File: src/cmtf_pkg.sv
package cmtf_pkg;

   localparam int PIX_W   = 8;
   localparam int NUM_CH  = 3;
   localparam int NUM_MAT = 2;
   localparam int PIX_MAX = 255;

   localparam logic TONE_SEPIA  = 1'b0;
   localparam logic TONE_MATRIX = 1'b1;

   typedef logic [PIX_W-1:0] pix_type;

   // coefficients x 10000: [mode][out B,G,R][in R,G,B]
   localparam int COEF_E4 [NUM_MAT][NUM_CH][NUM_CH] = '{
      '{ '{  2720,  5340,   1310 }, '{ 3490,  6860, 1680 }, '{ 3930,  7690,   1890 } },
      '{ '{ -9689, 22415,  -6775 }, '{ 5782, -6287, 9845 }, '{ 2494, 22957, -13445 } }
   };

   // nearest multiple of 2^-frac, ties away from zero
   function automatic int to_fixed(input int k, input int frac);
      longint mag;
      longint q;
      mag = (k < 0) ? -longint'(k) : longint'(k);
      q   = (mag * (longint'(1) << frac) + 64'sd5000) / 64'sd10000;
      return (k < 0) ? -int'(q) : int'(q);
   endfunction

endpackage

File: src/color_matrix_tone_filter.sv
// Channel | Ports                               | Payload
// req     | req_tvalid req_tready req_tdata/last| blue_in, green_in, red_in; pixel_last
// rsp     | rsp_tvalid rsp_tready rsp_tdata/last| blue_out, green_out, red_out; out_last
// csr     | csr_valid csr_ready csr_data        | tone_mode
//
// Four register stages: input, products, sums, floor/clamp. One pixel per clock while
// the output is not stalled; rsp_tvalid rises when a req beat reaches the
// floor/clamp stage.
// The whole pipe advances together; it halts only while the output stage holds
// an untaken beat, and req_tready is low only then, so nothing is lost or repeated.
// Synchronous reset clears valid bits and tone_mode (sepia). csr_ready is always high.
module color_matrix_tone_filter #(
   parameter int COEF_FRAC_BITS = 12
) (
   input  logic        clock,
   input  logic        reset,
   input  logic        req_tvalid,
   output logic        req_tready,
   input  logic [23:0] req_tdata,   // [7:0] blue_in, [15:8] green_in, [23:16] red_in
   input  logic        req_tlast,   // pixel_last
   output logic        rsp_tvalid,
   input  logic        rsp_tready,
   output logic [23:0] rsp_tdata,   // [7:0] blue_out, [15:8] green_out, [23:16] red_out
   output logic        rsp_tlast,   // out_last
   input  logic        csr_valid,
   output logic        csr_ready,
   input  logic        csr_data     // tone_mode
);

   localparam int CW     = COEF_FRAC_BITS + 3;
   localparam int PW     = CW + cmtf_pkg::PIX_W + 1;
   localparam int SW     = PW + 2;
   localparam int STAGES = 4;

   logic                      advance;
   logic [STAGES-1:0]         vld_ff, vld_in;
   logic                      mode_ff, mode_in;
   logic                      s1_mode_ff;
   cmtf_pkg::pix_type         s1_pix_ff [cmtf_pkg::NUM_CH];   // R, G, B
   logic [STAGES-2:0]         last_ff;
   logic signed [CW-1:0]      coef [cmtf_pkg::NUM_CH][cmtf_pkg::NUM_CH];
   logic signed [PW-1:0]      s2_prod_ff [cmtf_pkg::NUM_CH][cmtf_pkg::NUM_CH];
   logic signed [SW-1:0]      s3_sum_ff [cmtf_pkg::NUM_CH];
   logic signed [SW-1:0]      s3_flr [cmtf_pkg::NUM_CH];
   cmtf_pkg::pix_type         s4_out_ff [cmtf_pkg::NUM_CH];   // B, G, R
   logic                      s4_last_ff;

   assign advance    = !vld_ff[STAGES-1] || rsp_tready;
   assign req_tready = advance;
   assign csr_ready  = 1'b1;
   assign vld_in     = {vld_ff[STAGES-2:0], req_tvalid};
   assign mode_in    = (csr_valid) ? csr_data : mode_ff;

   always_ff @(posedge clock) begin
      if (reset) begin
         vld_ff  <= '0;
         mode_ff <= cmtf_pkg::TONE_SEPIA;
      end else begin
         mode_ff <= mode_in;
         if (advance) begin
            vld_ff <= vld_in;
         end
      end
   end

   always_comb begin
      for (int c = 0; c < cmtf_pkg::NUM_CH; c++) begin
         for (int k = 0; k < cmtf_pkg::NUM_CH; k++) begin
            coef[c][k] = (s1_mode_ff == cmtf_pkg::TONE_MATRIX)
               ? CW'(cmtf_pkg::to_fixed(cmtf_pkg::COEF_E4[1][c][k], COEF_FRAC_BITS))
               : CW'(cmtf_pkg::to_fixed(cmtf_pkg::COEF_E4[0][c][k], COEF_FRAC_BITS));
         end
      end
   end

   always_comb begin
      for (int c = 0; c < cmtf_pkg::NUM_CH; c++) begin
         s3_flr[c] = s3_sum_ff[c] >>> COEF_FRAC_BITS;
      end
   end

   always_ff @(posedge clock) begin
      if (advance) begin
         s1_mode_ff   <= mode_ff;
         s1_pix_ff[0] <= req_tdata[23:16];
         s1_pix_ff[1] <= req_tdata[15:8];
         s1_pix_ff[2] <= req_tdata[7:0];
         last_ff      <= {last_ff[STAGES-3:0], req_tlast};
         for (int c = 0; c < cmtf_pkg::NUM_CH; c++) begin
            for (int k = 0; k < cmtf_pkg::NUM_CH; k++) begin
               s2_prod_ff[c][k] <= PW'(coef[c][k] * $signed({1'b0, s1_pix_ff[k]}));
            end
            s3_sum_ff[c] <= SW'(s2_prod_ff[c][0]) + SW'(s2_prod_ff[c][1])
                          + SW'(s2_prod_ff[c][2]);
            priority if (s3_flr[c] < 0) begin
               s4_out_ff[c] <= '0;
            end else if (s3_flr[c] > SW'(cmtf_pkg::PIX_MAX)) begin
               s4_out_ff[c] <= cmtf_pkg::pix_type'(cmtf_pkg::PIX_MAX);
            end else begin
               s4_out_ff[c] <= s3_flr[c][cmtf_pkg::PIX_W-1:0];
            end
         end
         s4_last_ff <= last_ff[STAGES-2];
      end
   end

   assign rsp_tvalid = vld_ff[STAGES-1];
   assign rsp_tdata  = {s4_out_ff[2], s4_out_ff[1], s4_out_ff[0]};
   assign rsp_tlast  = s4_last_ff;

endmodule

File: config.mk
export PLATFORM = sky130hd
export DESIGN_NAME = color_matrix_tone_filter
export DESIGN_NICKNAME = d
export VERILOG_FILES = /design/src/cmtf_pkg.sv /design/src/color_matrix_tone_filter.sv
export SDC_FILE = /design/constraint.sdc
export NUM_CORES = 2
export LEC_CHECK = 0
export ABC_CLOCK_PERIOD_IN_PS = 6830
export BUFFER_PORTS_ARGS = -buffer_cell sky130_fd_sc_hd__buf_4
export CORE_UTILIZATION = 45
export DETAILED_ROUTE_END_ITERATION = 6
export GPL_ROUTABILITY_DRIVEN = 0
export SYNTH_ARGS = -nofsm -noshare
export SYNTH_HDL_FRONTEND = slang
export SYNTH_SLANG_ARGS = --single-unit
File: constraint.sdc
create_clock -name clock -period 6.83 [get_ports clock]
set_clock_uncertainty 0.15 [all_clocks]
set_input_delay 0.683 -clock clock [delete_from_list [all_inputs] [get_ports clock]]
set_output_delay 0.683 -clock clock [all_outputs]
set_load 0.01 [all_outputs]
Word-level counts from Yosys, hierarchy flattened
Memories as Yosys holds them, arrays and structs flattened.
Cells that the tools add are included.
{"block": "totals", "mem_count": 4, "wordCells": 88, "ff_bits": 10, "ram_bits": 342}
{"name": "s2_prod_ff", "depth": 3, "word_bits": 72, "read_ports": 3, "rd_ports_with_merged_regs": 0, "wr": 3, "line_no": "color_matrix_tone_filter.sv:42", "rtl": "logic signed [PW-1:0] s2_prod_ff [cmtf_pkg::NUM_CH][cmtf_pkg::NUM_CH];"}
{"name": "s3_sum_ff", "depth": 3, "word_bits": 26, "read_ports": 3, "rd_ports_with_merged_regs": 0, "wr": 3, "line_no": "color_matrix_tone_filter.sv:43", "rtl": "logic signed [SW-1:0] s3_sum_ff [cmtf_pkg::NUM_CH];"}
{"name": "s1_pix_ff", "depth": 3, "word_bits": 8, "read_ports": 3, "rd_ports_with_merged_regs": 0, "wr": 3, "line_no": "color_matrix_tone_filter.sv:39", "rtl": "cmtf_pkg::pix_type s1_pix_ff [cmtf_pkg::NUM_CH];"}
{"name": "s4_out_ff", "depth": 3, "word_bits": 8, "read_ports": 3, "rd_ports_with_merged_regs": 0, "wr": 3, "line_no": "color_matrix_tone_filter.sv:45", "rtl": "cmtf_pkg::pix_type s4_out_ff [cmtf_pkg::NUM_CH];"}
{"block": "op_classes", "order_cmp": 6, "n_mux": 50, "reduce_logical": 2, "addsub": 6, "bitwise_logic": 6, "multipliers": 9}
{"operator": "$mul A15 B9 Y24", "n": 4}
{"operator": "$add A25 B24 Y26", "n": 3}
{"operator": "$add A24 B24 Y25", "n": 3}
{"operator": "$mux W15", "n": 4}
{"operator": "$mux W8", "n": 6}
{"operator": "$mul A14 B8 Y22", "n": 2}
{"operator": "$gt A14 B9 Y1 const B", "n": 3}
{"operator": "$lt A14 B1 Y1 const B", "n": 3}
{"operator": "$mul A12 B8 Y20", "n": 2}
{"operator": "$mux W1", "n": 35}
{"operator": "$mux W14", "n": 2}
{"operator": "$mux W12", "n": 2}
{"operator": "$mul A11 B8 Y19", "n": 1}
{"operator": "$mux W11", "n": 1}
{"operator": "$or A1 B1 Y1", "n": 6}
{"operator": "$logic_not A1 Y1", "n": 1}
{"operator": "$logic_or A1 B1 Y1", "n": 1}

Depth between registers and ports, before layout
An unclocked memory read counts as a cell.
{"block": "depth", "word_depth": 8, "mapped_depth": 22}

Worst setup path after synthesis
Ideal clock, no wire load.
{"block": "synth_path", "path_kind": "input -> output", "from": "input port rsp_tready", "to": "output port req_tready", "stages": 3, "arrival_ns": 6.134, "slack_ns": -0.137, "path_buffers": 1, "cell_sequence": "nor2b_1 > clkbuf_1 > inv_1"}
{"block": "synth_via", "elab_chain_len": 1}
{"item": "from (decl)", "line_no": "color_matrix_tone_filter.sv:22", "rtl": "input logic rsp_tready,"}
{"item": "$logic_or A1 B1 Y1", "line_no": "color_matrix_tone_filter.sv:48", "rtl": "assign advance = !vld_ff[STAGES-1] || rsp_tready;"}
{"item": "to (decl)", "line_no": "color_matrix_tone_filter.sv:18", "rtl": "output logic req_tready,"}
Every way passes these cells.

==> qor.yml <==
placed_design:
  io_buffers: 57
  dp_cells: 4213
  hpwlAfterDp_um: 65000
drt:
  via_count: 21470
  ant_nets: 0
  drtPass1Iterations: 5
  viasPerCell: 5.009
  drc: 0
  drt_iter0_markers: 1316
  wl_um: 77110
  wl_per_cell_um: 18.00
synthesis:
  synth_compound_area_share_pct: 8.664
  synthAdderAreaFrac_pct: 45.52
  yosys_warnings: 0
  synth_top_family_by_area: "adder cells"
  synth_ff_type: "edfxtp_1"
  seq_area_frac_synth_pct: 25.97
  syn-mean-instance-area_um2: 10.78
  synth-edff-count: 290
  netlist_instances: 3146
  synth.area.mux_share_pct: 0.08852
  synthSimpleGateAreaFrac_pct: 6.241
  synth_xor_xnor_area_share_pct: 4.337
  postSynth.asyncResetShare_pct: 0
  synth-seq-cells: 295
  mappedNetlistArea_um2: 33920
  synth_cell_types: 73
timing:
  finalSetupTns_ps: 0
  period_share_pct: 93.13
  fmax_mhz: 157.2
  slew_violations: 0
  slew_headroom_pct: 30.29
  finalHoldViolations: 0
  period_minus_slack_ps: 6361
  worstMarginPinSlew_ps: 1046
  setup_viol: 0
  rsz0062_at_grt: "false"
final_layout:
  antenna_cells: 0
  fin_util_pct: 49.75
  fillers: 6805
  layout.nets: 4279
  drive_above_1_share_pct: 5.308
  fin_cells: 4285
  syn2layout_area_growth_pct: 9.353
cts:
  cts_tree: "built"
  post_cts_resized: 0
  clock-sinks: 295
  cts-root-buf: "clkbuf_16"
  clk_latency_ps: 570
  numCtsBuffers: 39
  path_clk_slew_ps: 60
  holdBufCountCts: 0
  clockBufferDepth: 3
  postCtsSetupRepairBufs: 0
  htreeDepth: 2
setup_path:
  crit_fanout: 24
  path_class: "reg -> reg"
  worstSetupStartpointType: "flop"
  worstPathRequired_ps: 6980
  endpoint_kind: "flop"
  crit_arrival_ps: 6510
global_routing:
  grt_antenna_before_repair: 1
  global_route.usage.met1_pct: 29.72
  grt_first_pass_wirelength_um: 124400
  grt_use_total_pct: 21.04
  use_met3_pct: 2.400
  busiest_layer: "met2"
  grt_remaining_overflow: 0
  grt_pass1_vias: 22420
  grt_max_degree: 121
  grt_util_met2_pct: 33.73
power_and_ir_drop:
  power_leakage_nw: 18.57
  ir_drop_mv: 0.3100
  power_density_nw_per_um2: 476.0
job:
  max_cap_violations: 0
min_path:
  worstHoldPathType: "in -> reg"
outcome:
  outcome: "completed"
floorplanning:
  die-area_um2: 76490
  die_h_um: 276.6
  fp-row-count: 100
  fp.dieW_um: 276.6
  num_io_pins: 59
  start_util_pct: 45.49
  core_um2: 74570
==> worst max-delay path: stages (launching register included) <==
cell	delay (ps)
edfxtp_1	780
buf_4	350
nand2_1	170
inv_1	200
fa_1	670
inv_1	180
fa_1	510
inv_1	50
fa_1	480
inv_1	50
fa_1	470
inv_1	40
ha_1	320
o21a_1	190
o21a_1	170
o211ai_1	210
a21boi_1	120
o21a_1	220
or4b_1	470
a31oi_1	200
xnor2_1	80
==> cell usage after synthesis, drive strengths merged (3+ instances only) <==
master  number  area, µm²
o31a         5      43.79
a21oi      128      644.4
or3          8      50.05
nor4         4      25.02
and2        11      68.82
nor3        40      200.2
o21ai       67      335.3
o211ai      15      117.6
nand2b      32      200.2
clkbuf      24      90.09
o21bai      25      187.7
inv        802       3010
a41o         4      40.04
edfxtp     290       8708
o41ai       11      126.4
fa         452       9049
a221oi       6      71.32
a211oi      14      120.1
xnor2      137       1200
mux2i        3      30.03
dfxtp        5      100.1
o21a        53      400.4
o31ai        5      42.54
xor2        31      271.5
or2          5      31.28
nor2       133      499.2
nor2b       19      126.4
and3        22      137.6
a31oi        7      50.05
nand2      128      480.5
nand4       10      62.56
a31o         4      35.04
ha         511       6394
nand3       40      200.2
a21o        59      444.2
a21boi       5      37.53
==> layer usage <==
layer	wire length, µm	vias to the layer above	share of wire [%]
li1	-	10480	-
met1	36200	10480	47
met2	35400	410	46
met3	3175	96	4.1
met4	2331	0	3.0
met5	0	-	0
==> power by group <==
part | internal, mW | total (mW) | switching [mW]
sequential | 3.50 | 4.01 | 0.512
clock | 1.16 | 1.99 | 0.830
combinational | 4.98 | 11.7 | 6.68
==> worst paths after layout <==
| check | from | end | slack (ps) | depth (start not counted) |
|---|---|---|---|---|
| min reg2reg | last_ff[2] | rsp_tlast | 270 | 0 |
| max | s1_mode_ff | s2_prod_ff[2][23] | 470 | 20 |
| max reg2reg | s1_mode_ff | s2_prod_ff[2][23] | 470 | 20 |
| min | req_tlast | last_ff[0] | 140 | 1 |
==> final cells by class <==
| class | count | area [µm²] | share of cell area, % |
|---|---|---|---|
| multi-input cells | 2061 | 22150 | 59.71 |
| flip-flops and latches | 295 | 8808 | 23.74 |
| inverters | 802 | 3014 | 8.125 |
| well taps | 969 | 1212 | 3.268 |
| clock buffers | 46 | 1023 | 2.759 |
| repair buffers | 86 | 670.6 | 1.808 |
| clock inverters | 26 | 219.0 | 0.5902 |
==> cell families after synthesis <==
logic type | after synthesis
mux | 3
flops | 295
xor+xnor | 168
other cells | 2
simple gates | 456
compound gates | 432
fa+ha+maj | 963
buf+inv | 827
==> state kept, by name, indices dropped and copies added, names as in the netlist <==
register	cells
s2_prod_ff	195
s3_sum_ff	42
s1_pix_ff	24
s4_out_ff	24
vld_ff	4
last_ff	3
mode_ff	1
rsp_tlast	1
s1_mode_ff	1
==> cell usage in the layout, fill, tap and decap left out, drive strengths merged, types with 39 or more instances in the layout <==
cell type,n
nand2,128
conb,39
a21o,59
clkbuf,46
xnor2,137
o21a,53
a21oi,128
fa,452
inv,803
edfxtp,290
o21ai,67
nor3,40
ha,511
nor2,133
nand3,40
buf,86
==> stage by stage <==
stage	area, µm²	power, mW	hold WS, ps	setup slack (ps)
6_report	37100	17.66	141.9	469.0
5_1_grt	37100	19.51	111.1	166.8
4_1_cts	37100	17.89	102.6	486.0
3_5_place_dp	35850	15.71	256.5	566.4
3_3_place_gp	35850	15.65	251.0	676.6
2_1_floorplan	34070	12.47	250.3	986.3
Note: power is estimated with default switching activity, not from simulation.
